[src/design/gpsp_pkg.sv]
// shared types and constants of the game pad serial port
package gpsp_pkg;

	typedef enum logic [2:0] {
		ACT_READ   = 3'd0,
		ACT_WRITE  = 3'd1,
		ACT_TICK   = 3'd2,
		ACT_BUTTON = 3'd3,
		ACT_CLEAR  = 3'd4
	} action_t;

	localparam int          KEY_ROWS_DEF = 10;
	localparam logic [15:0] ADDR_PORT1   = 16'h4016;
	localparam logic [15:0] ADDR_PORT2   = 16'h4017;
	localparam logic [7:0]  OPEN_MASK    = 8'hE0;
	localparam logic [7:0]  KBD_BITS     = 8'h1E;
	localparam logic [7:0]  ZAPPER_BITS  = 8'h09;
	localparam logic [7:0]  EXP_BIT3     = 8'h08;
	localparam logic [3:0]  POS_END      = 4'd8;

	// register indexes on the config port
	localparam logic REG_ZAPPER    = 1'b0;
	localparam logic REG_EXPANSION = 1'b1;

	typedef struct packed {
		logic [2:0]  action;
		logic [15:0] bus_addr;
		logic [7:0]  write_data;
		logic [7:0]  open_bus;
		logic        cycle_odd;
		logic        pad_select;
		logic [2:0]  button_index;
		logic        pressed;
	} item_t;

	typedef struct packed {
		logic zapper_mode;
		logic expansion_bit3_mode;
	} cfg_t;

	typedef struct packed {
		logic [3:0] pos0;
		logic [3:0] pos1;
		logic [1:0] pending_ticks;
	} status_t;

endpackage

[src/design/game_pad_serial_port.sv]
// top level of the game pad serial port: stream ports, config registers, result register
//
//  channel   dir  signals                              contents
//  s_*       in   s_tvalid s_tready s_tdata s_tuser    one bus access, tick or button event
//  m_*       out  m_tvalid m_tready m_tdata            byte returned for a bus read
//  apb       in   psel penable pwrite paddr pwdata     zapper_mode at 0x0, expansion_bit3_mode at 0x4
//
// one beat per cycle sustained while no read beat waits: a beat is registered, then applied
// to the controller state as it leaves the input register, while the next beat is taken in
// a read beat waits in the input register only while the result register is full and
// m_tready is low; all other beats never wait
// reset clears all controller state, pending write, config and both valid flags
module game_pad_serial_port #(
	parameter int KEY_ROWS = gpsp_pkg::KEY_ROWS_DEF
) (
	input  logic        clk,
	input  logic        arst_n,
	input  logic        s_tvalid,
	output logic        s_tready,
	input  logic [39:0] s_tdata,  // bus_addr, write_data, open_bus, cycle_odd, pad_select,
	                              // button_index, pressed, zero fill
	input  logic [2:0]  s_tuser,  // action
	output logic        m_tvalid,
	input  logic        m_tready,
	output logic [7:0]  m_tdata,  // read_data
	input  logic        psel,
	input  logic        penable,
	input  logic        pwrite,
	input  logic [2:0]  paddr,
	input  logic [31:0] pwdata,
	output logic [31:0] prdata,
	output logic        pready
);
	import gpsp_pkg::*;

	// input stage
	logic    valid_s1;
	item_t   item_s1;
	// result stage
	logic       out_valid_q;
	logic [7:0] out_data_q;
	// config
	cfg_t    cfg_q;

	logic       is_read;
	logic       out_free;
	logic       step;
	logic [7:0] rd_data;
	status_t    status;
	item_t      in_item;

	assign in_item.action       = s_tuser;
	assign in_item.bus_addr     = s_tdata[15:0];
	assign in_item.write_data   = s_tdata[23:16];
	assign in_item.open_bus     = s_tdata[31:24];
	assign in_item.cycle_odd    = s_tdata[32];
	assign in_item.pad_select   = s_tdata[33];
	assign in_item.button_index = s_tdata[36:34];
	assign in_item.pressed      = s_tdata[37];

	// only a read needs room in the result register
	assign is_read  = (item_s1.action == ACT_READ);
	assign out_free = !out_valid_q || m_tready;
	assign step     = valid_s1 && (!is_read || out_free);
	assign s_tready = !valid_s1 || step;

	always_ff @(posedge clk or negedge arst_n) begin
		if (!arst_n) begin
			valid_s1 <= 1'b0;
		end else if (s_tready) begin
			valid_s1 <= s_tvalid;
		end
	end

	always_ff @(posedge clk) begin
		if (s_tvalid && s_tready) begin
			item_s1 <= in_item;
		end
	end

	gpsp_core #(
		.KEY_ROWS(KEY_ROWS)
	) u_core (
		.clk    (clk),
		.arst_n (arst_n),
		.step   (step),
		.item   (item_s1),
		.cfg    (cfg_q),
		.rd_data(rd_data),
		.status (status)
	);

	// result register, refilled in the same cycle it drains
	always_ff @(posedge clk or negedge arst_n) begin
		if (!arst_n) begin
			out_valid_q <= 1'b0;
		end else if (step && is_read) begin
			out_valid_q <= 1'b1;
		end else if (m_tready) begin
			out_valid_q <= 1'b0;
		end
	end

	always_ff @(posedge clk) begin
		if (step && is_read) begin
			out_data_q <= rd_data;
		end
	end

	assign m_tvalid = out_valid_q;
	assign m_tdata  = out_data_q;

	// config port, register index in paddr bit 2
	always_ff @(posedge clk or negedge arst_n) begin
		if (!arst_n) begin
			cfg_q <= '0;
		end else if (psel && penable && pwrite && pready) begin
			unique case (paddr[2])
				REG_ZAPPER:    cfg_q.zapper_mode         <= pwdata[0];
				REG_EXPANSION: cfg_q.expansion_bit3_mode <= pwdata[0];
				default: begin
				end
			endcase
		end
	end

	always_comb begin
		prdata = 32'd0;
		unique case (paddr[2])
			REG_ZAPPER:    prdata = {31'd0, cfg_q.zapper_mode};
			REG_EXPANSION: prdata = {31'd0, cfg_q.expansion_bit3_mode};
			default: begin
			end
		endcase
	end

	assign pready = 1'b1;

	// an empty input register always takes a beat
	a_ready_when_empty: assert property (@(posedge clk) disable iff (!arst_n)
		!valid_s1 |-> s_tready) else $error("input stage empty but not ready");

	// a new result only follows an applied read beat
	a_result_from_read: assert property (@(posedge clk) disable iff (!arst_n)
		$rose(m_tvalid) |-> $past(step && is_read))
		else $error("result without a read beat");

	// read positions stop at eight
	a_pos_range: assert property (@(posedge clk) disable iff (!arst_n)
		status.pos0 <= POS_END && status.pos1 <= POS_END)
		else $error("read position beyond eight");

	// write delay is one or two ticks
	a_ticks_range: assert property (@(posedge clk) disable iff (!arst_n)
		status.pending_ticks != 2'd3) else $error("bad pending tick count");

endmodule

[src/design/gpsp_core.sv]
// controller state, pending write delay and read byte logic
module gpsp_core #(
	parameter int KEY_ROWS = gpsp_pkg::KEY_ROWS_DEF
) (
	input  logic             clk,
	input  logic             arst_n,
	input  logic             step,
	input  gpsp_pkg::item_t  item,
	input  gpsp_pkg::cfg_t   cfg,
	output logic [7:0]       rd_data,
	output gpsp_pkg::status_t status
);
	import gpsp_pkg::*;

	localparam logic [3:0] ROW_LAST = 4'(KEY_ROWS - 1);

	logic [7:0]  pad_q [2];
	logic [3:0]  pos_q [2];
	logic        strobe_q;
	logic [3:0]  row_q;
	logic        column_q;
	logic        kbd_q;
	logic [1:0]  ticks_q;
	logic [15:0] paddr_q;
	logic [7:0]  pdata_q;

	logic [7:0]  pad_d [2];
	logic [3:0]  pos_d [2];
	logic        strobe_d;
	logic [3:0]  row_d;
	logic        column_d;
	logic        kbd_d;
	logic [1:0]  ticks_d;
	logic [15:0] paddr_d;
	logic [7:0]  pdata_d;

	logic       port;
	logic       silent;
	logic       zap;
	logic       bit_out;
	logic [7:0] cur_pad;
	logic [3:0] cur_pos;
	logic [7:0] res;
	logic [7:0] btn_mask;

	always_comb begin
		port     = item.bus_addr[0];
		silent   = port & cfg.expansion_bit3_mode;
		zap      = cfg.zapper_mode && (item.bus_addr == ADDR_PORT2);
		cur_pad  = pad_q[port];
		cur_pos  = pos_q[port];
		btn_mask = 8'h01 << item.button_index;
		bit_out  = 1'b0;

		pad_d    = pad_q;
		pos_d    = pos_q;
		strobe_d = strobe_q;
		row_d    = row_q;
		column_d = column_q;
		kbd_d    = kbd_q;
		ticks_d  = ticks_q;
		paddr_d  = paddr_q;
		pdata_d  = pdata_q;

		// serial bit and position advance
		if (strobe_q) begin
			bit_out = !silent && cur_pad[0];
		end else if (cur_pos < POS_END) begin
			bit_out = !silent && cur_pad[cur_pos[2:0]];
		end else begin
			bit_out = !silent;
		end

		res = (item.open_bus & OPEN_MASK) | {7'd0, bit_out};
		if (item.bus_addr == ADDR_PORT2) begin
			if (cfg.expansion_bit3_mode) res = res | EXP_BIT3;
			if (kbd_q) res = res | KBD_BITS;
		end
		if (zap) begin
			res = (item.open_bus & OPEN_MASK) | ZAPPER_BITS;
		end

		unique case (item.action)
			ACT_READ: begin
				if (!zap && !strobe_q && cur_pos < POS_END && !silent) begin
					pos_d[port] = cur_pos + 4'd1;
				end
			end
			ACT_WRITE: begin
				paddr_d = item.bus_addr;
				pdata_d = item.write_data;
				ticks_d = item.cycle_odd ? 2'd1 : 2'd2;
			end
			ACT_TICK: begin
				if (ticks_q != 2'd0) begin
					ticks_d = ticks_q - 2'd1;
					if (ticks_q == 2'd1 && paddr_q == ADDR_PORT1) begin
						// applied write to the strobe register
						if (strobe_q || pdata_q[0]) begin
							pos_d[0] = 4'd0;
							pos_d[1] = 4'd0;
						end
						strobe_d = pdata_q[0];
						column_d = pdata_q[1];
						if (column_q && !pdata_q[1]) begin
							row_d = (row_q == ROW_LAST) ? 4'd0 : row_q + 4'd1;
						end
						if (pdata_q[0]) row_d = 4'd0;
						kbd_d = pdata_q[2];
					end
				end
			end
			ACT_BUTTON: begin
				if (item.pressed) begin
					pad_d[item.pad_select] = pad_q[item.pad_select] | btn_mask;
				end else begin
					pad_d[item.pad_select] = pad_q[item.pad_select] & ~btn_mask;
				end
			end
			ACT_CLEAR: begin
				pad_d[0] = 8'd0;
				pad_d[1] = 8'd0;
			end
			default: begin
			end
		endcase
	end

	always_ff @(posedge clk or negedge arst_n) begin
		if (!arst_n) begin
			pad_q[0] <= 8'd0;
			pad_q[1] <= 8'd0;
			pos_q[0] <= 4'd0;
			pos_q[1] <= 4'd0;
			strobe_q <= 1'b0;
			row_q    <= 4'd0;
			column_q <= 1'b0;
			kbd_q    <= 1'b0;
			ticks_q  <= 2'd0;
			paddr_q  <= 16'd0;
			pdata_q  <= 8'd0;
		end else if (step) begin
			pad_q    <= pad_d;
			pos_q    <= pos_d;
			strobe_q <= strobe_d;
			row_q    <= row_d;
			column_q <= column_d;
			kbd_q    <= kbd_d;
			ticks_q  <= ticks_d;
			paddr_q  <= paddr_d;
			pdata_q  <= pdata_d;
		end
	end

	assign rd_data              = res;
	assign status.pos0          = pos_q[0];
	assign status.pos1          = pos_q[1];
	assign status.pending_ticks = ticks_q;

endmodule

[config.mk]
export PLATFORM = sky130hd
export DESIGN_NAME = game_pad_serial_port
export DESIGN_NICKNAME = d
export VERILOG_FILES = /design/src/design/gpsp_pkg.sv /design/src/design/game_pad_serial_port.sv /design/src/design/gpsp_core.sv
export SDC_FILE = /design/constraint.sdc
export NUM_CORES = 1
export LEC_CHECK = 0
export BUFFER_PORTS_ARGS = -buffer_cell sky130_fd_sc_hd__buf_2
export CORE_ASPECT_RATIO = 1.4
export CORE_MARGIN = 8
export CORE_UTILIZATION = 40
export CTS_CLUSTER_SIZE = 40
export DETAILED_ROUTE_END_ITERATION = 10
export SETUP_SLACK_MARGIN = 0.3
export SLEW_MARGIN = 20
export SYNTH_ARGS = -nofsm -noshare
export SYNTH_HDL_FRONTEND = slang
export SYNTH_SLANG_ARGS = --single-unit
[constraint.sdc]
create_clock -name clk -period 6.15 [get_ports clk]
set_clock_uncertainty 0.15 [all_clocks]
set_input_delay 0 -clock clk [delete_from_list [all_inputs] [get_ports clk]]
set_output_delay 0 -clock clk [all_outputs]
set_load 0.02 [all_outputs]
After elaboration in Yosys (flattened, before gate mapping) --
Cells that the tools add are included.
Storage, ports and cells: bits in registers 95, input bits 85
Cells by class: bitwise logic cells 8, shifts and indexed selects 1, add/subtract/negate cells 2, equal/unequal tests 11, muxes and demuxes 37, magnitude comparators 6, reduce and logical (&&, ||, !) cells 37
Operators by type and width (number):
- two-way mux 8 bit | 12
- one-hot mux 32 bit (2 select lines) | 1
- bitwise mux 16 bit | 2
- equality test 16 x 15 -> 1 bit, second input constant | 2
- one-hot mux 16 bit (2 select lines) | 1
- two-way mux 4 bit | 5
- two-way mux 16 bit | 1
- one-hot mux 8 bit (2 select lines) | 1
- logical AND 1 bit | 14
- two-way mux 5 bit | 2
- nonzero test 2 bit | 5
- AND 8 bit | 1
- bitwise mux 8 bit | 1
- demux 8 bit (select 1 bit) | 1
- != test 2 x 1 -> 1 bit, second input constant | 4
- inverter 8 bit | 1
- bitwise OR 8 x 1 -> 8 bit | 1
- bitwise OR 8 bit | 1
- AND reduction 2 bit | 4
- << shifter 1 x 3 -> 8 bit, first input constant | 1
- equality test 3 x 2 -> 1 bit, second input constant | 2
- logical NOT 1 bit | 6
- AND reduction 6 bit | 1
- two-way mux 1 bit | 5
- other kinds (20) | 27

Longest topological paths before layout --
Gate-level depths: netlist (run 1).
word-level depth 14, depth in mapped cells 8, depth with buffers taken out 7

Hierarchy --
Synthesis (run 1) repeated with hierarchy kept, for this count alone.
Unflattened totals: cells, all modules 355, area total of the unflattened synthesis 4538.1 sq um
By module, submodules not included:
- gpsp_core | cells an instance 253, area an instance 2597.5 sq um, times used 1
- game_pad_serial_port | cells an instance 102, area an instance 1940.6 sq um, times used 1

Least setup slack after synthesis (run 1) --
OpenSTA, ideal clock, no wires.
path type reg-to-reg, start register item_s1[40] in the netlist's numbering, end register item_s1[0] in the netlist's numbering (enable), path buffers 1, arrival 1.663 ns, setup slack 3.947 ns, cell stages (with the launch flop) 6, path through edfxtp_1 nand2b_4 buf_6 nor3_1 nand2_1 and2_1
Between the ends: word-level cells in the longest chain between the ends 6
Ends and longest elaborated chain:
- start, declared | line game_pad_serial_port.sv:38 | item_t item_s1;
- start signal, assigned | line game_pad_serial_port.sv:77 | item_s1 <= in_item;
- logical NOT 3 bit | line game_pad_serial_port.sv:62 | assign is_read = (item_s1.action == ACT_READ);
- logical NOT 1 bit | line game_pad_serial_port.sv:64 | assign step = valid_s1 && (!is_read || out_free);
- logical OR 1 bit | line game_pad_serial_port.sv:64
- logical AND 1 bit | line game_pad_serial_port.sv:64
- logical OR 1 bit | line game_pad_serial_port.sv:65 | assign s_tready = !valid_s1 || step;
- named net s_tready | line game_pad_serial_port.sv:19 | output logic s_tready,
- logical AND 1 bit | line game_pad_serial_port.sv:76 | if (s_tvalid && s_tready) begin
The timed path passes the listed nets, and every way through them passes these cells. A chain may end at the register's enable or synchronous reset.

Worst setup path after layout (run 1) --
start register item_s1[22] in the netlist's numbering, end register u_core.pos_q, in the netlist u_core.status[7]
Between the ends: word-level cells in the longest chain between the ends 9, elaborated cells between the ends (all ways) 24
Ends and longest elaborated chain:
- inverter 1 -> 2 bit (implied by the code) | line gpsp_core.sv:51, gpsp_core.sv:86
- two-way mux 4 bit (implied by the code) (3 in series) | line gpsp_core.sv:51 | cur_pos = pos_q[port];
- < comparator 4 bit | line gpsp_core.sv:85 | if (!zap && !strobe_q && cur_pos < POS_END && !silent) begin
- logical AND 1 bit (2 in series) | line gpsp_core.sv:85
- != test 2 x 1 -> 1 bit (no source line)
- AND reduction 6 bit (no source line)
- end signal, assigned | line gpsp_core.sv:144 | pos_q <= pos_d;
- end, declared | line gpsp_core.sv:18 | logic [3:0] pos_q [2];
Parallel ways exist; a longest one is shown, timed or not. The select of a mux whose other input is x is not followed.

==> reports/results.ini, run 1 <==
[timing]
rsz0062_at_grt = false
finalSetupViolCount = 0
timing_hold_violations_final = 0
slew_headroom_pct = 40.3
maxSlewViolCount = 0
setup_tns_ns = 0
worstMarginPinSlew_ns = 0.894
period_share_pct = 38.7
clock.fmax_ghz = 0.420
hold-worst-slack_ns = 0.148
layout_min_cycle_time_ns = 2.38

[detailed_routing]
viasPerCell = 4.91
drt-pass1-iter-count = 4
drc_errors = 0
wl_per_cell_um = 15.4
drt_iter0_drc = 171
routed_wl_um = 8870
num_vias = 2826
final_antenna_net_count = 0

[status]
outcome = finished, final reports clean

[global_route]
grt_use_total_pct = 13.3
grt_max_degree = 51
grt_antenna_before_repair = 0
grt_pass1_vias = 2875
grt_pass1_wl_um = 14300
gr-total-overflow = 0

[synth]
synth_top_area_share_pct = 30.0
yosys.area_share.simple_pct = 16.7
synthXorXnorAreaFrac_pct = 0
synth_compound_area_share_pct = 7.93
synth_cell_types = 54
ys_ff_latch = 86
synth_top_area_cell = dfrtp_1
syn_area_mm2 = 0.00417
synth_fa_ha_area_share_pct = 0.901
synth_top_family_by_area = simple AND/OR/NAND/NOR gates
yosysMostFrequentCell = dfrtp_1
seq_area_frac_synth_pct = 56.0
synthFlopType = dfrtp_1
synth_edf_count = 36
avgSynthCellArea_um2 = 11.9
synth.area.top_cells = dfrtp_1 (30%), edfxtp_1 (26%), buf_4 (6.3%)
syn_inst = 350
synth_common_cells = dfrtp_1 (50), edfxtp_1 (36), nand2_1 (36)
async_flop_share_pct = 58.1
yosysWarningCount = 0
synth.area.mux_share_pct = 10.2

[setup_path]
cpMaxStageDelayCell = edfxtp_1
slowest_delay_ns = 0.70
cp_max_fo = 26
worstSetupEndpointType = flip-flop
path_cells = and4bb_1, and4_2, a22oi_1, nand3_1, a221o_1
timing.critical_path.from_type = flip-flop
worst_ep_arrival_time_ns = 2.45
critical_path_class = flip-flop to flip-flop
crit_required_ns = 6.22

[placement]
gp_congestion = 0.776
portBuffers = 49
dp_hpwl_um = 6170

[floorplan]
fp.dieArea_mm2 = 0.0140
dieHeight_um = 137
core_mm2 = 0.0102
fp-row-count = 44
ioPinCount = 128
start_util_pct = 40.7
die-width_um = 102

[power]
power.total_mw = 1.54
ir_worst_vdd_uv = 253
powerDensity_mw_per_mm2 = 300
p_leak_nw = 2.14

[clock_tree]
cts-resized-gates = 0
h-tree-depth = 3
numCtsBuffers = 9
worstSkewPairLatency_ns = 0.34
clkTransAtPathRegs_ns = 0.06
cts_buffer_depth = 2
cts_num_sinks = 86
cts_root_buf = clkbuf_16
cts_tree = built

[layout]
fin_nets = 521
syn_to_final_growth_pct = 22.8
layout-drive-gt1-share_pct = 23.1
ff_latch_area_mm2 = 0.00233
fin_util_pct = 50.0
antennaDiodeCount = 0
multi_input_area_mm2 = 0.00161
fillers = 918

[flow_run]
max_cap_violations = 0

[min_path]
min_path_type = primary input to asynchronous set/reset pin

==> metrics by stage <==
step	area, um2	setup slack, ns	instances
6_report	5110	3.77	576
3_5_place_dp	4390	3.82	522
2_1_floorplan	4280	3.95	380
4_1_cts	5110	3.81	576
5_1_grt	5110	3.59	576
3_3_place_gp	4390	3.83	522
==> repair_timing <==
action,in CTS,in global routing
buffers inserted,0,0
hold endpoints to repair,84,0
hold buffers,38,0
==> report_power, final <==
group          internal (mW)  leakage (nW)  total (mW)  switching (mW)
combinational          0.101         0.999       0.201          0.0999
sequential             0.662         0.973       0.722          0.0592
clock                  0.403         0.168       0.614           0.211
==> layout by cell type, fill, tap and decap left out, types with 6 or more instances in the layout <==
master / Yosys / routed
mux2_2: 22 / 22
nand2b_1: 8 / 8
mux2i_1: 10 / 10
dfrtp_1: 50 / 50
clkbuf_16: 0 / 10
nor2_1: 17 / 17
conb_1: 2 / 32
a31oi_1: 6 / 6
buf_2: 6 / 49
o21ai_1: 9 / 9
nor3b_1: 7 / 7
a21oi_1: 6 / 6
dlygate4sd3_1: 0 / 38
edfxtp_1: 36 / 36
o21ai_0: 18 / 18
nand2_1: 36 / 36
==> area by class of cell <==
cell class,count,area share [%]
sequential,86,45.6
timing repair buffer,89,12.5
inverter,4,0.294
tap,138,3.38
multi-input combinational,243,31.5
clock buffer,14,5.58
clock inverter,2,1.17
==> routing by layer <==
| layer | track usage (%) | part of all wire (%) | vias to the layer above |
|---|---|---|---|
| met5 | 0 | 0 | - |
| met3 | 3.05 | 5.2 | 11 |
| met4 | 5.32 | 1.5 | 0 |
| met2 | 24.0 | 55 | 81 |
| met1 | 14.5 | 38 | 1367 |
| li1 | - | - | 1367 |
==> logic make-up (layout without fill, tap and decap cells) <==
family                   after synthesis  count (layout)
flip-flops                            86              86
AND/OR/NAND/NOR                      119             119
buffers and inverters                 51             109
adder cells (fa/ha/maj)                3               3
multiplexers                          37              37
other                                  2              32
AO/OA/AOI/OAI                         52              52
==> critical path, delay by kind of cell (launching register included) <==
| family | cells | cell delay (ns) |
|---|---|---|
| compound gates | 2 | 0.57 |
| flops | 1 | 0.70 |
| simple gates | 3 | 0.83 |
==> final timing paths <==
kind / start / end / slack, ns / depth (start not counted)
setup / recovery: item_s1[22] / u_core.status[7] / 3.77 / 5
hold / removal: arst_n / u_core.ticks_q[1] / 0.15 / 3
setup reg to reg: item_s1[22] / u_core.status[7] / 3.77 / 5
hold reg to reg: item_s1[12] / m_tdata[6] / 0.27 / 0
max in group asynchronous: arst_n / cfg_q[1] / 5.28 / 3
min in group clk: s_tdata[36] / item_s1[3] / 0.22 / 2
==> registers in the layout, indices dropped and copies added, names as in the netlist, 2 cells and up <==
register        count
u_core.paddr_q     16
u_core.ticks_q      2
item_s1            30
u_core.status       8
u_core.pdata_q      2
u_core.pad_q       16
m_tdata             6
cfg_q               2
(Power assumes the default switching activity.)
==> run 2, diff against run 1 <==
ABC_AREA = 1   (was unset)
PLACE_DENSITY = 0.67   (was unset)
clock period = 2.05 ns   (was 6.15 ns; I/O delays follow)
==> reports/results.ini, run 2 <==
[detailed_routing]
final_antenna_net_count = 0  ; unchanged
num_vias = 3261  ; was 2826
wl_per_cell_um = 13.9  ; was 15.4 um
drt_iter0_drc = 164  ; was 171
drc_errors = 0  ; unchanged
routed_wl_um = 9670  ; was 8870 um
viasPerCell = 4.70  ; was 4.91
drt-pass1-iter-count = 4  ; unchanged

[layout]
regMostFlops = item_s1  ; unchanged
largest_reg_flops = 30  ; unchanged
ff_latch_area_mm2 = 0.00233  ; unchanged
multi_input_area_mm2 = 0.00168  ; was 0.00161 mm2
final_common_cell = nand2_1  ; was dfrtp_1
fin_nets = 638  ; was 521
fin_area_mm2 = 0.00564  ; was 0.00511 mm2
syn_to_final_growth_pct = 33.0  ; was 22.8%
top_regs = item_s1 x30, u_core.pad_q x16, u_core.paddr_q x16  ; unchanged
final_cell_mix = nand2_1 (81), dfrtp_1 (50), buf_2 (49), inv_1 (39), dlygate4sd3_1 (37)  ; was dfrtp_1 (50), buf_2 (49), dlygate4sd3_1 (38), nand2_1 (36), edfxtp_1 (36)
fillers = 897  ; was 918
layout-drive-gt1-share_pct = 29.5  ; was 23.1%
fin_util_pct = 54.5  ; was 50.0%

[timing]
period_share_pct = 90.3  ; was 38.7%
hold-worst-slack_ns = 0.0520  ; was 0.148 ns
maxSlewViolCount = 0  ; unchanged
rsz0062_at_grt = true  ; was false
timing_hold_violations_final = 0  ; unchanged
layout_min_cycle_time_ns = 1.85  ; was 2.38 ns
clock.fmax_ghz = 0.540  ; was 0.420 GHz
worstMarginPinSlew_ns = 0.588  ; was 0.894 ns
finalSetupViolCount = 0  ; unchanged
slew_headroom_pct = 60.8  ; was 40.3%

[synth]
seq_area_frac_synth_pct = 55.0  ; was 56.0%
yosysMostFrequentCell = nand2_1  ; was dfrtp_1
synth_top_area_cell = dfrtp_1  ; unchanged
synth.area.top_cells = dfrtp_1 (30%), edfxtp_1 (25%), nand2_1 (8.1%)  ; was dfrtp_1 (30%), edfxtp_1 (26%), buf_4 (6.3%)
synth_edf_count = 36  ; unchanged
synthFlopType = dfrtp_1  ; unchanged
synth_cell_types = 41  ; was 54
syn_inst = 431  ; was 350
ys_ff_latch = 86  ; unchanged
synth_top_area_share_pct = 29.5  ; was 30.0%
synth_common_cells = nand2_1 (91), dfrtp_1 (50), inv_1 (42)  ; was dfrtp_1 (50), edfxtp_1 (36), nand2_1 (36)
yosysWarningCount = 0  ; unchanged
syn_area_mm2 = 0.00424  ; was 0.00417 mm2
async_flop_share_pct = 58.1  ; unchanged
avgSynthCellArea_um2 = 9.84  ; was 11.9 um2

[global_route]
grt_use_total_pct = 13.2  ; was 13.3%
grt_pass1_vias = 3184  ; was 2875
grt_pass1_wl_um = 14400  ; was 14300 um
grt_antenna_before_repair = 0  ; unchanged
grt_max_degree = 29  ; was 51
gr-total-overflow = 0  ; unchanged

[setup_path]
crit_required_ns = 1.98  ; was 6.22 ns
cp_max_fo = 8  ; was 26
rr_worst_depth = 6  ; was 5
worst_ep_arrival_time_ns = 1.79  ; was 2.45 ns
cp_top_family = simple AND/OR/NAND/NOR gates  ; unchanged
rrSetupSlack_ns = 0.20  ; was 3.77 ns
r2r-end = item_s1[22]  ; was u_core.status[7]
worstSetupEndpointType = flip-flop  ; unchanged
critPathBufInv = 3  ; was 0
slowest_delay_ns = 0.48  ; was 0.70 ns
timing.critical_path.from_type = flip-flop  ; unchanged
critical_path_class = flip-flop to flip-flop  ; unchanged
reg2reg_from = item_s1[38]  ; was item_s1[22]
cpMaxStageDelayCell = edfxtp_1  ; unchanged
path_cells = nor2_4, buf_6, nand4_1, nand2_2, inv_4, buf_4  ; was and4bb_1, and4_2, a22oi_1, nand3_1, a221o_1

[clock_tree]
cts_num_sinks = 86  ; unchanged
worstSkewPairLatency_ns = 0.34  ; about the same
cts_tree = built  ; unchanged
numCtsBuffers = 9  ; unchanged
clkTransAtPathRegs_ns = 0.06  ; about the same
h-tree-depth = 3  ; unchanged
cts_buffer_depth = 2  ; unchanged
cts_root_buf = clkbuf_16  ; unchanged

[floorplan]
fp.dieArea_mm2 = 0.0142  ; was 0.0140 mm2
ioPinCount = 128  ; unchanged
dieHeight_um = 138  ; was 137 um
die-width_um = 103  ; was 102 um
fp-row-count = 44  ; unchanged
core_mm2 = 0.0103  ; was 0.0102 mm2
start_util_pct = 41.0  ; was 40.7%

[status]
outcome = finished, final reports clean  ; unchanged

[placement]
gp_congestion = 0.836  ; was 0.776
portBuffers = 49  ; unchanged
dp_hpwl_um = 6410  ; was 6170 um
dpl_cell_area_mm2 = 0.00454  ; was 0.00439 mm2

[power]
p_leak_nw = 2.59  ; was 2.14 nW
power.total_mw = 4.83  ; was 1.54 mW
powerDensity_mw_per_mm2 = 856  ; was 300 mW/mm2
ir_worst_vdd_uv = 702  ; was 253 uV

[flow_run]
max_cap_violations = 0  ; unchanged

[min_path]
min_path_type = primary input to asynchronous set/reset pin  ; unchanged

==> run 2: changes by cell type after synthesis, moves of 7 or more <==
| cell | previous run | this run |
|---|---|---|
| inv_2 | 0 | 7 |
| nand3_1 | 4 | 16 |
| mux2i_1 | 10 | 0 |
| mux2_2 | 22 | 10 |
| nand2_1 | 36 | 91 |
| nand2b_1 | 8 | 0 |
| o21ai_0 | 18 | 32 |
| inv_1 | 4 | 42 |
| nor3b_1 | 7 | 0 |
| nor2_1 | 17 | 25 |
| o22ai_1 | 0 | 13 |
==> run 2: how the worst max path moves through the flow <==
stage,from,endpoint,slack [ns],cells past startpoint
6_report,item_s1[38],item_s1[22],0.20,6
5_1_grt,item_s1[38],s_tready,0.15,5
4_1_cts,item_s1[22],u_core.status[4],0.25,10
3_5_place_dp,item_s1[22],m_tdata[0],0.14,9
3_3_place_gp,item_s1[22],m_tdata[0],0.12,9
2_1_floorplan,m_tvalid,item_s1[0],-0.001,5
==> run 2: final cells by class <==
class                           count  share of cell area [%]
Sequential cell                    86                    41.3
Multi-Input combinational cell    285                    29.8
Timing Repair Buffer              118                    16.9
Clock buffer                       12                    4.37
Inverter                           50                    3.55
Tap cell                          138                    3.06
Clock inverter                      4                   0.976
Antenna cell                        1                  0.0444
==> run 2: worst reg2reg max path, stage by stage (launching register included) <==
cell	delay [ns]
edfxtp_1	0.48
nor2_4	0.19
buf_6	0.13
nand4_1	0.19
nand2_2	0.18
inv_4	0.08
buf_4	0.19
==> run 2: stage by stage <==
step	setup TNS (ns)	setup slack (ns)	std cells
2_1_floorplan	-0.0414	-0.00138	461
3_3_place_gp	0	0.115	614
3_5_place_dp	0	0.138	614
4_1_cts	0	0.249	670
5_1_grt	0	0.154	693
6_report	0	0.199	694
==> run 2: timing repair <==
item	CTS	global route
resized for setup	6	45
endpoints found under the setup margin	19	48
hold buffers	37	0
setup buffers	3	19
gates cloned	0	4
hold endpoints to repair	84	0
pin swaps	0	27
==> run 2: power by group <==
part	leakage (nW)	switching [mW]	internal [mW]
registers	0.964	0.155	2.06
logic	1.48	0.556	0.428
clock network	0.143	0.643	0.984
==> run 2: cells by family (layout without fill, tap and decap cells) <==
| logic type | after synthesis | after routing | synth area share [%] |
|---|---|---|---|
| compound gates | 65 | 65 | 8.97 |
| xor+xnor | 2 | 2 | 0.413 |
| fa+ha+maj | 3 | 3 | 0.885 |
| buf+inv | 91 | 184 | 11.5 |
| flops | 86 | 86 | 55.0 |
| mux | 13 | 13 | 3.45 |
| other cells | 2 | 33 | 0.177 |
| simple gates | 169 | 170 | 19.6 |
==> run 2: per-layer routing <==
layer	track usage (%)	share of wire, %
met1	13.3	36
met2	23.8	55
met3	3.54	5.8
met4	7.26	2.3
met5	0	0
